[config.mk]
export PLATFORM = sky130hd
export DESIGN_NAME = dial_override_slew_controller
export DESIGN_NICKNAME = d
export VERILOG_FILES = /design/src/dosc_pkg.sv /design/src/dosc_cfg_regs.sv /design/src/dosc_core.sv /design/src/dial_override_slew_controller.sv
export SDC_FILE = /design/constraint.sdc
export NUM_CORES = 1
export LEC_CHECK = 0
export BUFFER_PORTS_ARGS = -buffer_cell sky130_fd_sc_hd__buf_2
export CORE_ASPECT_RATIO = 0.9
export CORE_MARGIN = 2
export CORE_UTILIZATION = 65
export CTS_BUF_LIST = sky130_fd_sc_hd__clkbuf_16
export DETAILED_ROUTE_END_ITERATION = 12
export GPL_TIMING_DRIVEN = 0
export PLACE_DENSITY_LB_ADDON = 0.2
export SETUP_SLACK_MARGIN = 0.2
export SKIP_CTS_REPAIR_TIMING = 1
export SLEW_MARGIN = 20
export SYNTH_ARGS = -nofsm -noshare
export SYNTH_HDL_FRONTEND = slang
export SYNTH_SLANG_ARGS = --single-unit
export TNS_END_PERCENT = 30
[constraint.sdc]
create_clock -name aclk -period 26 [get_ports aclk]
set_input_delay 1.3 -clock aclk [delete_from_list [all_inputs] [get_ports aclk]]
set_output_delay 1.3 -clock aclk [all_outputs]
set_load 0.01 [all_outputs]
[src/dosc_pkg.sv]
// Shared types, register indexes and reset values for the dial override slew controller.
// No dependencies; used by every module in src.
package dosc_pkg;

    localparam int DataW     = 8;
    localparam int CfgAddrW  = 3;
    localparam int InTdataW  = 24;
    localparam int InTuserW  = 2;
    localparam int OutTdataW = 24;
    localparam int OutTuserW = 2;

    localparam logic [DataW-1:0] PASSTHROUGH      = 8'h00;
    localparam logic [DataW-1:0] HIGH_RANGE_LEVEL = 8'd128;

    localparam logic [DataW-1:0] RST_OFF_LEVEL     = 8'd5;
    localparam logic [DataW-1:0] RST_MIN_OVERRIDE  = 8'd25;
    localparam logic [DataW-1:0] RST_WAKE_LEVEL    = 8'd230;
    localparam logic [DataW-1:0] RST_SILENCE_LIMIT = 8'd200;
    localparam logic [DataW-1:0] RST_SLEW_STEP     = 8'd3;

    typedef enum logic [CfgAddrW-1:0] {
        CFG_OFF_LEVEL     = 3'd0,
        CFG_MIN_OVERRIDE  = 3'd1,
        CFG_WAKE_LEVEL    = 3'd2,
        CFG_SILENCE_LIMIT = 3'd3,
        CFG_SLEW_STEP     = 3'd4
    } cfg_addr_t;

    typedef struct packed {
        logic [DataW-1:0] off_level;
        logic [DataW-1:0] min_override;
        logic [DataW-1:0] wake_level;
        logic [DataW-1:0] silence_limit;
        logic [DataW-1:0] slew_step;
    } cfg_t;

    typedef struct packed {
        logic [DataW-1:0] adc_sample;
        logic             rx_valid;
        logic             rx_frame_error;
        logic             rx_parity;
        logic [DataW-1:0] rx_data;
    } in_item_t;

    typedef struct packed {
        logic [DataW-1:0] dac_value;
        logic             output_enable;
        logic             high_range;
        logic             telemetry_valid;
        logic [DataW-1:0] telemetry_data;
        logic             telemetry_parity;
        logic             command_accepted;
    } out_item_t;

endpackage

[src/dosc_cfg_regs.sv]
// Configuration register file: five 8-bit settings written through a plain write port.
// Depends on dosc_pkg.
module dosc_cfg_regs (
    input  logic                           aclk,
    input  logic                           aresetn,
    input  logic                           cfg_we,
    input  logic [dosc_pkg::CfgAddrW-1:0]  cfg_addr,
    input  logic [dosc_pkg::DataW-1:0]     cfg_wdata,
    output dosc_pkg::cfg_t                 cfg
);

    dosc_pkg::cfg_t cfg_reg;
    dosc_pkg::cfg_t cfg_next;

    always_comb begin
        cfg_next = cfg_reg;
        if (cfg_we) begin
            unique case (dosc_pkg::cfg_addr_t'(cfg_addr))
                dosc_pkg::CFG_OFF_LEVEL:     cfg_next.off_level     = cfg_wdata;
                dosc_pkg::CFG_MIN_OVERRIDE:  cfg_next.min_override  = cfg_wdata;
                dosc_pkg::CFG_WAKE_LEVEL:    cfg_next.wake_level    = cfg_wdata;
                dosc_pkg::CFG_SILENCE_LIMIT: cfg_next.silence_limit = cfg_wdata;
                dosc_pkg::CFG_SLEW_STEP:     cfg_next.slew_step     = cfg_wdata;
                default: ; // unknown index ignored
            endcase
        end
    end

    always_ff @(posedge aclk) begin
        if (!aresetn) begin
            cfg_reg.off_level     <= dosc_pkg::RST_OFF_LEVEL;
            cfg_reg.min_override  <= dosc_pkg::RST_MIN_OVERRIDE;
            cfg_reg.wake_level    <= dosc_pkg::RST_WAKE_LEVEL;
            cfg_reg.silence_limit <= dosc_pkg::RST_SILENCE_LIMIT;
            cfg_reg.slew_step     <= dosc_pkg::RST_SLEW_STEP;
        end else begin
            cfg_reg <= cfg_next;
        end
    end

    assign cfg = cfg_reg;

endmodule

[src/dosc_core.sv]
// Per-tick control: command latch, silence counter, target select and slew limiter.
// Depends on dosc_pkg. State advances on each item that passes to the result register.
module dosc_core (
    input  logic                 aclk,
    input  logic                 aresetn,
    input  logic                 fire,
    input  dosc_pkg::cfg_t       cfg,
    input  dosc_pkg::in_item_t   item,
    output dosc_pkg::out_item_t  result
);

    logic [dosc_pkg::DataW-1:0] cmd_reg, cmd_next;
    logic [dosc_pkg::DataW-1:0] sil_reg, sil_next;
    logic [dosc_pkg::DataW-1:0] drv_reg, drv_next;

    logic                       accepted;
    logic                       tele;
    logic [dosc_pkg::DataW-1:0] cmd_latched;
    logic [dosc_pkg::DataW-1:0] sil_cur;
    logic [dosc_pkg::DataW-1:0] target;
    logic [dosc_pkg::DataW-1:0] diff;
    logic [dosc_pkg::DataW-1:0] delta;

    always_comb begin
        accepted = item.rx_valid && !item.rx_frame_error
                   && (item.rx_parity == ^item.rx_data);

        cmd_latched = accepted ? item.rx_data : cmd_reg;
        cmd_next    = (item.adc_sample < cfg.off_level) ? dosc_pkg::PASSTHROUGH
                                                        : cmd_latched;
        sil_cur     = accepted ? '0 : sil_reg;

        if (cmd_next == dosc_pkg::PASSTHROUGH) begin
            target = item.adc_sample;
        end else if (sil_cur >= cfg.silence_limit) begin
            target = cfg.off_level;
        end else begin
            target = (cmd_next > cfg.min_override) ? cmd_next : cfg.min_override;
        end

        // move toward target, at most one step
        diff     = (target > drv_reg) ? (target - drv_reg) : (drv_reg - target);
        delta    = (diff < cfg.slew_step) ? diff : cfg.slew_step;
        drv_next = (target > drv_reg) ? (drv_reg + delta) : (drv_reg - delta);

        sil_next = (sil_cur < cfg.silence_limit) ? (sil_cur + 8'd1) : sil_cur;

        tele = accepted || (item.adc_sample > cfg.wake_level);

        result.dac_value        = drv_next;
        result.output_enable    = drv_next >= cfg.off_level;
        result.high_range       = drv_next >= dosc_pkg::HIGH_RANGE_LEVEL;
        result.telemetry_valid  = tele;
        result.telemetry_data   = tele ? item.adc_sample : '0;
        result.telemetry_parity = tele && (^item.adc_sample);
        result.command_accepted = accepted;
    end

    always_ff @(posedge aclk) begin
        if (!aresetn) begin
            cmd_reg <= dosc_pkg::PASSTHROUGH;
            sil_reg <= '0;
            drv_reg <= '0;
        end else if (fire) begin
            cmd_reg <= cmd_next;
            sil_reg <= sil_next;
            drv_reg <= drv_next;
        end
    end

endmodule

[src/dial_override_slew_controller.sv]
// Dial override slew controller: input register, single-pass tick logic, result register.
// Items pass the input register, then the result register. Throughput: one item per cycle
// unless m_tready stalls, set by the per-item update of drive, command, silence in dosc_core.
// Reset (aresetn low, synchronous): both pipeline registers empty, command passthrough,
// silence count and drive value zero, configuration at its default values.
// Depends on dosc_pkg, dosc_cfg_regs and dosc_core.
module dial_override_slew_controller (
    input  logic                                 aclk,
    input  logic                                 aresetn,

    input  logic                                 cfg_we,
    input  logic [dosc_pkg::CfgAddrW-1:0]        cfg_addr,
    input  logic [dosc_pkg::DataW-1:0]           cfg_wdata,

    input  logic                                 s_tvalid,
    output logic                                 s_tready,
    // [7:0] adc_sample, [8] rx_parity, [16:9] rx_data, [23:17] zero
    input  logic [dosc_pkg::InTdataW-1:0]        s_tdata,
    // [0] rx_valid, [1] rx_frame_error
    input  logic [dosc_pkg::InTuserW-1:0]        s_tuser,

    output logic                                 m_tvalid,
    input  logic                                 m_tready,
    // [7:0] dac_value, [8] output_enable, [9] high_range,
    // [17:10] telemetry_data, [18] telemetry_parity, [23:19] zero
    output logic [dosc_pkg::OutTdataW-1:0]       m_tdata,
    // [0] telemetry_valid, [1] command_accepted
    output logic [dosc_pkg::OutTuserW-1:0]       m_tuser
);

    dosc_pkg::cfg_t      cfg;
    dosc_pkg::in_item_t  in_item_reg;
    dosc_pkg::out_item_t result;
    dosc_pkg::out_item_t out_item_reg;

    logic in_vld_reg;
    logic out_vld_reg;
    logic advance;
    logic fire;
    logic take;

    assign advance  = !out_vld_reg || m_tready;
    assign fire     = in_vld_reg && advance;
    assign s_tready = !in_vld_reg || advance;
    assign take     = s_tvalid && s_tready;

    dosc_cfg_regs u_cfg (
        .aclk      (aclk),
        .aresetn   (aresetn),
        .cfg_we    (cfg_we),
        .cfg_addr  (cfg_addr),
        .cfg_wdata (cfg_wdata),
        .cfg       (cfg)
    );

    dosc_core u_core (
        .aclk    (aclk),
        .aresetn (aresetn),
        .fire    (fire),
        .cfg     (cfg),
        .item    (in_item_reg),
        .result  (result)
    );

    always_ff @(posedge aclk) begin
        if (!aresetn) begin
            in_vld_reg  <= 1'b0;
            out_vld_reg <= 1'b0;
        end else begin
            if (s_tready) begin
                in_vld_reg <= s_tvalid;
            end
            if (advance) begin
                out_vld_reg <= in_vld_reg;
            end
        end
    end

    always_ff @(posedge aclk) begin
        if (take) begin
            in_item_reg.adc_sample     <= s_tdata[7:0];
            in_item_reg.rx_parity      <= s_tdata[8];
            in_item_reg.rx_data        <= s_tdata[16:9];
            in_item_reg.rx_valid       <= s_tuser[0];
            in_item_reg.rx_frame_error <= s_tuser[1];
        end
        if (fire) begin
            out_item_reg <= result;
        end
    end

    assign m_tvalid = out_vld_reg;
    assign m_tdata  = {5'b0,
                       out_item_reg.telemetry_parity,
                       out_item_reg.telemetry_data,
                       out_item_reg.high_range,
                       out_item_reg.output_enable,
                       out_item_reg.dac_value};
    assign m_tuser  = {out_item_reg.command_accepted, out_item_reg.telemetry_valid};

endmodule

### Word level (Yosys, flattened, before mapping)

Index checks and enable logic that the tools add are counted.

* flip-flop bits (word level): 106
* input bits: 42
* word-level logic and storage cells: 71

* add/sub/neg operators: 5
* magnitude comparators: 9
* eq/ne operators: 5
* mux-type cells: 10
* reduce and logical (&&, ||, !) cells: 20

Operators with widths (number)
* two-way mux 8 bit: 10
* > comparator 8 bit: 3
* less-than comparator 8 bit: 3
* subtractor 8 bit: 3
* greater-or-equal comparator 8 bit: 2
* parity 8 bit: 2
* AND reduction 2 bit: 5
* adder 8 x 1 -> 8 bit (second input constant): 1
* adder 8 bit: 1
* greater-or-equal comparator 8 bit (second input constant): 1
* zero test 8 bit: 1
* == test 3 x 2 -> 1 bit (second input constant): 2
* logical AND 1 bit: 5
* == test 3 x 1 -> 1 bit (second input constant): 1
* == test 3 bit (second input constant): 1
* zero test 1 bit: 3
* zero test 3 bit: 1
* logical OR 1 bit: 3
* == test 1 bit: 1

### Longest topological paths before layout

Gate-level depths: netlist of the first run.

* depth after elaboration: 16
* depth in mapped cells: 53

### Hierarchy

A second synthesis of the first run with hierarchy kept.

* cell total of the unflattened synthesis: 758
* area, all modules: 7224.4 um2

By module, submodules not included
* dosc_core: instances 1, cells an instance 551, area each 4301.6 um2
* dosc_cfg_regs: instances 1, cells an instance 152, area each 1576.5 um2
* dial_override_slew_controller: instances 1, cells an instance 55, area each 1346.3 um2

### Worst setup path after synthesis of the first run

Ideal clock, no wire load.

* path kind: register -> register
* from: register in_item_reg[12] (netlist bit)
* to: register out_item_reg, in the netlist m_tdata[8], data pin
* setup time: 0.257 ns
* arrival: 9.397 ns
* required time: 25.743 ns
* path slack: 16.346 ns
* stages on the path, launching flop included: 50
* buffers on the path: 3
* period minus slack after synthesis: 9.654 ns
* cells stage by stage: edfxtp_1 > ha_1 > a21o_1 > a21o_1 > a21o_1 > a21o_1 > a2111oi_4 > or2_2 > buf_6 > buf_6 > nor2_1 > ha_1 > a21o_1 > a21o_1 > a21oi_1 > o21ai_0 > nand2_1 > buf_1 > (+14 left out) > a21o_1 > or4_1 > nand3_2 > nor3_4 > a21oi_1 > xor2_1 > ha_1 > or2_2 > a21oi_1 > a31oi_1 > xnor2_1 > mux2i_1 > nor4b_4 > nand2_2 > xnor2_1 > ha_1 > o21ai_0 > nand2b_1

RTL lines
* start, declared: RTL line dial_override_slew_controller.sv:32 `dosc_pkg::in_item_t in_item_reg;`
* end signal, assigned: RTL line dial_override_slew_controller.sv:88 `out_item_reg <= result;`
* end, declared: RTL line dial_override_slew_controller.sv:34 `dosc_pkg::out_item_t out_item_reg;`

==> out/qor.csv, run 1 <==
stage,metric,value,unit
placement,routability_cong,0.9454,
synthesis,yosysWarningCount,0,
power,ir_worst_vdd,63.23,uV
placement,dp.cells,979,
cells_and_area,layout_common_cells,"sky130_fd_sc_hd__nand2_1 (126), sky130_fd_sc_hd__ha_1 (71), sky130_fd_sc_hd__dfxtp_1 (66), sky130_fd_sc_hd__inv_1 (65), sky130_fd_sc_hd__buf_2 (59)",
power,power.total,843.1,uW
cts,worst_skew_pair.late_latency,0.35,ns
synthesis,synth_seq_cells,106,
global_routing,grt_start_max_net_pins,31,
power,p_leak,3.430,nW
cells_and_area,n_antenna_cell,0,
timing,period_needed,11.68,ns
floorplanning,floorplan.die.width,114.8,um
timing,max_freq,85.65,MHz
status,run_status,"finished, final reports clean",
worst_setup_path,worst_path_largest_cell_delay,0.58,ns
routing,drt-wirelength-per-cell,17.40,um
synthesis,synth_edf_count,40,
timing,fin_ws,14.32,ns
synthesis,yosys_most_used_dff,sky130_fd_sc_hd__dfxtp_1,
cells_and_area,finish.instance_area,7963,um2
cts,cts_tree,built,
timing,final.setup_skew,0.006324,ns
routing,wirelength,17.32,mm
cells_and_area,area_growth_syn_to_layout,10.81,%
synthesis,synth_area_per_cell,9.154,um2
global_routing,grt_pass1_wl,28.18,mm
cells_and_area,final_cell_count_no_fill,995,
floorplanning,floorplan.die.height,103.7,um
worst_setup_path,timing.critical_path.fanout_max,10,
synthesis,post_synth_inst_count,785,
timing,timing.final.setup_violations,0,
worst_setup_path,required_time_at_the_endpoint_of_the_critical_path,26.10,ns
cts,clkSlewWorstSetupHoldPaths,0.07,ns
timing,rsz0062_at_grt,no,
worst_setup_path,worst_setup_path_start_kind,flop,
power,pwr_density,105.9,nW/um2
routing,routed-via-count,5964,
timing,report.final.slew_viol_count,0,
timing,period_share,0.4491,
cts,cts_num_sinks,106,
synthesis,synth.yosys.seq_area_share,0.3510,
placement,placedInstanceArea,7654,um2
synthesis,yosys.cell_types.count,73,
cts,htreeDepth,3,
timing,timing.setup.tns,0,ns
job,drv_cap,0,
floorplanning,placement_rows,36,
worst_setup_path,endpoint_kind,flop,
routing,detail_route.iter0.violations,555,
cells_and_area,number_of_fillers_in_the_final_layout,801,
global_routing,antenna_found_initial,0,
synthesis,synth.cell_area,7186,um2
worst_setup_path,worst-endpoint-arrival,11.78,ns
cts,cts_buffer_depth,2,
floorplanning,design.core.area,10810,um2
global_routing,globalRouteTotalUtil,0.2998,
timing,tightestPinTransition,0.9379,ns
global_routing,grt_overflow_total,0,
worst_hold_path,worst_hold_path_type,reg -> reg,
floorplanning,fp.dieArea,11910,um2
cells_and_area,largest_reg_flops,40,
routing,firstDrtPassIters,5,
worst_setup_path,slowest_stage,sky130_fd_sc_hd__o21ai_0,
synthesis,async_flop_share,0,
timing,final_hold_viol_count,0,
global_routing,grt_pass1_vias,5752,
worst_setup_path,worst-setup-path-type,reg -> reg,
placement,post-dp-hpwl,13.62,mm
placement,numPortBuffers,57,
cts,root_buffer,sky130_fd_sc_hd__clkbuf_16,
routing,route.detailed.drc,0,
floorplanning,floorplan.initialDensity,0.6647,
cells_and_area,finish.net_count,973,
routing,route.detailed.vias_per_inst,5.994,
floorplanning,top_level_ports,70,
routing,final_antenna_net_count,0,
cells_and_area,share_of_layout_cells_above_drive_strength_1,0.1427,
cts,numCtsBuffers,9,
cells_and_area,mostFrequentLayoutCell,sky130_fd_sc_hd__nand2_1,
placement,detailedPlace.worstSlack,14.44,ns
timing,timing.slew.headroom,0.3747,
[where the power goes]
group	total (mW)	switching, mW	internal (mW)
logic	0.490	0.285	0.204
registers	0.212	0.00839	0.204
clock network	0.141	0.0650	0.0765
total	0.843	0.359	0.484
[worst max-delay path, delay by kind of cell, from the launching register on]
family,cells,cell delay (ns)
XOR/XNOR,3,0.91
AO/OA/AOI/OAI,21,4.65
buffers and inverters,6,0.90
adder cells (fa/ha/maj),8,2.38
AND/OR/NAND/NOR,10,1.46
multiplexers,2,0.64
flip-flops,1,0.49
[worst paths after layout]
path,to,cells after the start,slack (ns),startpoint
max,m_tdata[8],50,14.32,in_item_reg[12]
min,u_cfg.cfg[6],2,0.48,u_cfg.cfg[6]
max reg2reg,m_tdata[8],50,14.32,in_item_reg[12]
min reg2reg,u_cfg.cfg[6],2,0.48,u_cfg.cfg[6]
[cells in the mapped netlist, types with 14 or more instances]
cell type                    n  area [um2]
sky130_fd_sc_hd__a21oi_1    29       145.1
sky130_fd_sc_hd__o21ai_0    24       120.1
sky130_fd_sc_hd__ha_1       71       888.4
sky130_fd_sc_hd__clkbuf_1   15       56.30
sky130_fd_sc_hd__nand2_1   126       473.0
sky130_fd_sc_hd__o211ai_1   15       112.6
sky130_fd_sc_hd__and2_1     30       187.7
sky130_fd_sc_hd__nor2_1     26       97.59
sky130_fd_sc_hd__inv_1      65       244.0
sky130_fd_sc_hd__a21boi_0   31       232.7
sky130_fd_sc_hd__edfxtp_1   40        1201
sky130_fd_sc_hd__mux2i_1    14       140.1
sky130_fd_sc_hd__xnor2_1    25       219.0
sky130_fd_sc_hd__a21o_1     19       142.6
sky130_fd_sc_hd__dfxtp_1    66        1321
[kinds of logic after synthesis]
logic type / count (synthesis) / share of synthesized area
other cells: 1 / 0.0005219
mux: 17 / 0.02472
simple gates: 260 / 0.1827
xor+xnor: 35 / 0.04667
fa+ha+maj: 74 / 0.1320
compound gates: 194 / 0.1997
buf+inv: 98 / 0.06268
flops: 106 / 0.3510
[routing by layer]
metal | GRT usage | wire length [um] | up-vias
met2 | 0.4962 | 8193 | 256
met5 | 0 | 0 | -
li1 | - | - | 2889
met1 | 0.3908 | 7392 | 2782
met4 | 0.1024 | 416 | 0
met3 | 0.05910 | 1315 | 37
[through the flow]
step,hold slack (ns),util
detailed placement,0.4623,0.7080
CTS,0.4723,0.7366
global route,0.4983,0.7366
global placement,0.4566,0.7079
floorplan,0.4435,-
finish,0.4781,0.7366
[area by class of cell]
| cell class | instances | area, um2 | area share |
|---|---|---|---|
| Sequential cell | 106 | 2522 | 0.3168 |
| Clock inverter | 7 | 83.83 | 0.01053 |
| Inverter | 66 | 247.7 | 0.03111 |
| Multi-Input combinational cell | 585 | 4228 | 0.5310 |
| Timing Repair Buffer | 57 | 285.3 | 0.03583 |
| Tap cell | 133 | 166.4 | 0.02090 |
| Buffer | 32 | 203.9 | 0.02561 |
| Clock buffer | 9 | 225.2 | 0.02828 |
No activity file was read; power rests on OpenSTA's default activity.
==> run 2: changes to the inputs <==
ABC_AREA = 1   (was default)
CORE_UTILIZATION = 60   (was 65)
clock period = 11.36 ns   (was 26 ns; I/O delays follow)
==> run 2 against run 1 <==
Compared with the run above: global-route usage shrank 0.72 points; first-iteration DRC count grew 17%; synthesized cell count grew 24%; count of clock-buffer cells in the layout grew 1; fmax grew 14%; sequential share of layout area shrank 0.75 points; core utilization shrank 5.6 points; final cell count grew 22%; via count grew 9.5%; critical path depth grew 9; die area grew 9.6%; worst hold slack lost 0.11 ns; critical endpoint unchanged; largest cell class unchanged; highest routed layer unchanged.
==> out/qor.csv, run 2 <==
stage,metric,value,unit,change
routing,firstDrtPassIters,5,,unchanged
routing,route.detailed.drc,0,,unchanged
cells_and_area,area_growth_syn_to_layout,11.80,%,
floorplanning,placement_rows,38,,+5.6%
cts,cts_num_sinks,106,,unchanged
timing,final_hold_viol_count,0,,unchanged
synthesis,synth_top_area_cell,sky130_fd_sc_hd__dfxtp_1,,
worst_setup_path,worst_path_largest_cell_delay,0.52,ns,-0.06 ns
floorplanning,design.core.area,11980,um2,+11%
cts,cts_tree,built,,
synthesis,synth_area_per_cell,7.475,um2,-18%
global_routing,grt_pass1_wl,29.48,mm,+4.6%
synthesis,async_flop_share,0,,unchanged
floorplanning,floorplan.die.height,108.6,um,+4.7%
timing,final.setup_skew,0.01688,ns,+0.01056 ns
worst_setup_path,required_time_at_the_endpoint_of_the_critical_path,11.55,ns,-14.55 ns
worst_setup_path,crit_path_start,in_item_reg[12],,
synthesis,post_synth_inst_count,976,,+24%
timing,report.final.slew_viol_count,0,,unchanged
worst_hold_path,hold-path-cell-count,1,,-1
worst_setup_path,timing.critical_path.buf_inv,10,,+4
timing,timing.final.setup_violations,0,,unchanged
worst_setup_path,reg2reg_depth,59,,+18%
worst_hold_path,hold_path.startpoint,s_tdata[10],,
worst_setup_path,worst-setup-path-type,reg -> reg,,
global_routing,grt_start_max_net_pins,24,,-23%
synthesis,yosys.cell_types.count,50,,-32%
synthesis,synth_commonest_cells,"sky130_fd_sc_hd__nand2_1 (234), sky130_fd_sc_hd__inv_1 (156), sky130_fd_sc_hd__a21oi_1 (88)",,
worst_setup_path,worst-path-stages,59,,+18%
timing,period_needed,10.26,ns,-1.413 ns
worst_hold_path,worst_hold_path_type,in -> reg,,
cells_and_area,share_of_layout_cells_above_drive_strength_1,0.1214,,-0.02125
routing,drt-wirelength-per-cell,15.06,um,-13%
cts,root_buffer,sky130_fd_sc_hd__clkbuf_16,,
worst_setup_path,delay_heaviest_family_cp,simple AND/OR/NAND/NOR gates,,
timing,tightestPinTransition,0.8319,ns,-0.1060 ns
timing,timing.setup.tns,0,ns,unchanged
floorplanning,fp.dieArea,13060,um2,+9.6%
floorplanning,top_level_ports,70,,unchanged
cts,numCtsBuffers,9,,unchanged
routing,final_antenna_net_count,0,,unchanged
worst_setup_path,reg2reg_from,in_item_reg[12],,
synthesis,netlist.area_leader.share,0.1811,,-0.002775
timing,max_freq,97.44,MHz,+14%
cells_and_area,finish.net_count,1165,,+20%
cts,htreeDepth,3,,unchanged
global_routing,globalRouteTotalUtil,0.2926,,-0.007170
global_routing,grt_overflow_total,0,,unchanged
cells_and_area,layout_common_cells,"sky130_fd_sc_hd__nand2_1 (234), sky130_fd_sc_hd__inv_1 (156), sky130_fd_sc_hd__a21oi_1 (87), sky130_fd_sc_hd__ha_1 (71), sky130_fd_sc_hd__dfxtp_1 (66)",,
synthesis,synth.cell_area,7296,um2,+1.5%
synthesis,synthMostInstantiatedCell,sky130_fd_sc_hd__nand2_1,,
synthesis,synth.yosys.seq_area_share,0.3457,,-0.005298
placement,post-dp-hpwl,13.96,mm,+2.5%
global_routing,grt_pass1_vias,5878,,+2.2%
cells_and_area,mostFrequentLayoutCell,sky130_fd_sc_hd__nand2_1,,
routing,routed-via-count,6531,,+9.5%
cts,clkSlewWorstSetupHoldPaths,0.08,ns,about the same
timing,timing.slew.headroom,0.4448,,+0.07006
cells_and_area,n_antenna_cell,0,,unchanged
timing,rsz0062_at_grt,no,,
synthesis,yosysWarningCount,0,,unchanged
worst_setup_path,worst-endpoint-arrival,10.46,ns,-1.32 ns
floorplanning,floorplan.initialDensity,0.6089,,-0.05578
routing,detail_route.iter0.violations,647,,+17%
routing,route.detailed.vias_per_inst,5.380,,-10%
cells_and_area,final_cell_count_no_fill,1214,,+22%
worst_setup_path,cpMostUsedCell,sky130_fd_sc_hd__nand2_1,,
cells_and_area,number_of_fillers_in_the_final_layout,1045,,+30%
placement,routability_cong,0.9704,,+2.6%
worst_setup_path,worst_setup_path_start_kind,flop,,
timing,period_share,0.9034,,+0.4544
synthesis,post_synth_main_area_contributors,"sky130_fd_sc_hd__dfxtp_1 (18%), sky130_fd_sc_hd__edfxtp_1 (16%), sky130_fd_sc_hd__ha_1 (12%)",,
global_routing,antenna_found_initial,0,,unchanged
worst_setup_path,timing.critical_path.fanout_max,10,,unchanged
placement,dp.cells,1198,,+22%
routing,wirelength,18.29,mm,+5.6%
synthesis,synth_edf_count,40,,unchanged
cts,worst_skew_pair.late_latency,0.36,ns,about the same
worst_setup_path,endpoint_kind,flop,,
job,drv_cap,0,,unchanged
cts,cts_buffer_depth,2,,unchanged
worst_setup_path,slowest_stage,sky130_fd_sc_hd__edfxtp_1,,
cells_and_area,largest_reg_flops,40,,unchanged
status,run_status,"finished, final reports clean",,
placement,numPortBuffers,57,,unchanged
synthesis,yosys_most_used_dff,sky130_fd_sc_hd__dfxtp_1,,
synthesis,synth_seq_cells,106,,unchanged
floorplanning,floorplan.die.width,120.2,um,+4.7%
run 2: cell types whose count changed in the layout (fill, tap and decap cells not counted), sizes merged, moves of 17 or more:
| cell | delta |
|---|---|
| a21boi | -29 |
| a21o | -17 |
| a21oi | +54 |
| and2 | -28 |
| inv | +97 |
| nand2 | +122 |
| nand3 | +48 |
| nor2 | +31 |
| o21ai | +24 |
run 2: stage by stage:
| stage | setup WS [ns] | utilization | hold slack [ns] | area [um2] |
|---|---|---|---|---|
| after floorplan | 2.895 | - | 0.4353 | 7311 |
| after global placement | 1.273 | 0.6507 | 0.4511 | 7796 |
| after detailed placement | 1.134 | 0.6531 | 0.4569 | 7825 |
| after CTS | 0.9574 | 0.6805 | 0.3672 | 8153 |
| after global routing | 0.3186 | 0.6808 | 0.3605 | 8157 |
| final | 1.097 | 0.6808 | 0.3725 | 8157 |
run 2: cells by family (layout without fill, tap and decap cells):
logic type | Yosys count | after routing | share of synthesized area
other | 1 | 5 | 0.0005140
and+or+nand+nor | 396 | 396 | 0.2458
buffers and inverters | 192 | 266 | 0.1089
AOI/OAI and AO/OA | 179 | 179 | 0.1355
xor gates and xnor gates | 28 | 28 | 0.03361
adders and majority gates | 74 | 74 | 0.1300
DFF | 106 | 106 | 0.3457
run 2: worst paths after layout:
kind / to / slack (ns)
max: m_tdata[8] / 1.10
min: in_item_reg[1] / 0.37
max reg2reg: m_tdata[8] / 1.10
min reg2reg: u_cfg.cfg[9] / 0.47
run 2: layer usage:
layer  track usage  vias up  share of wire
li1              -     3317              -
met1        0.4177     2935           0.47
met2        0.4521      256           0.43
met3       0.06695       23          0.088
met4       0.07392        0          0.016
met5             0        -              0
run 2: cell type report:
type	count	area, um2	area share
clock inverter	6	77.57	0.009511
buffer	28	175.2	0.02148
sequential	106	2522	0.3093
inverter	164	620.6	0.07609
multi-input combinational	682	3998	0.4901
clock buffer	10	250.2	0.03068
tap	160	200.2	0.02454
timing repair buffer	58	312.8	0.03835
Power of run 2 is not shown: default switching activity piles up to over one toggle a cycle in this logic, so the estimate is an artifact.
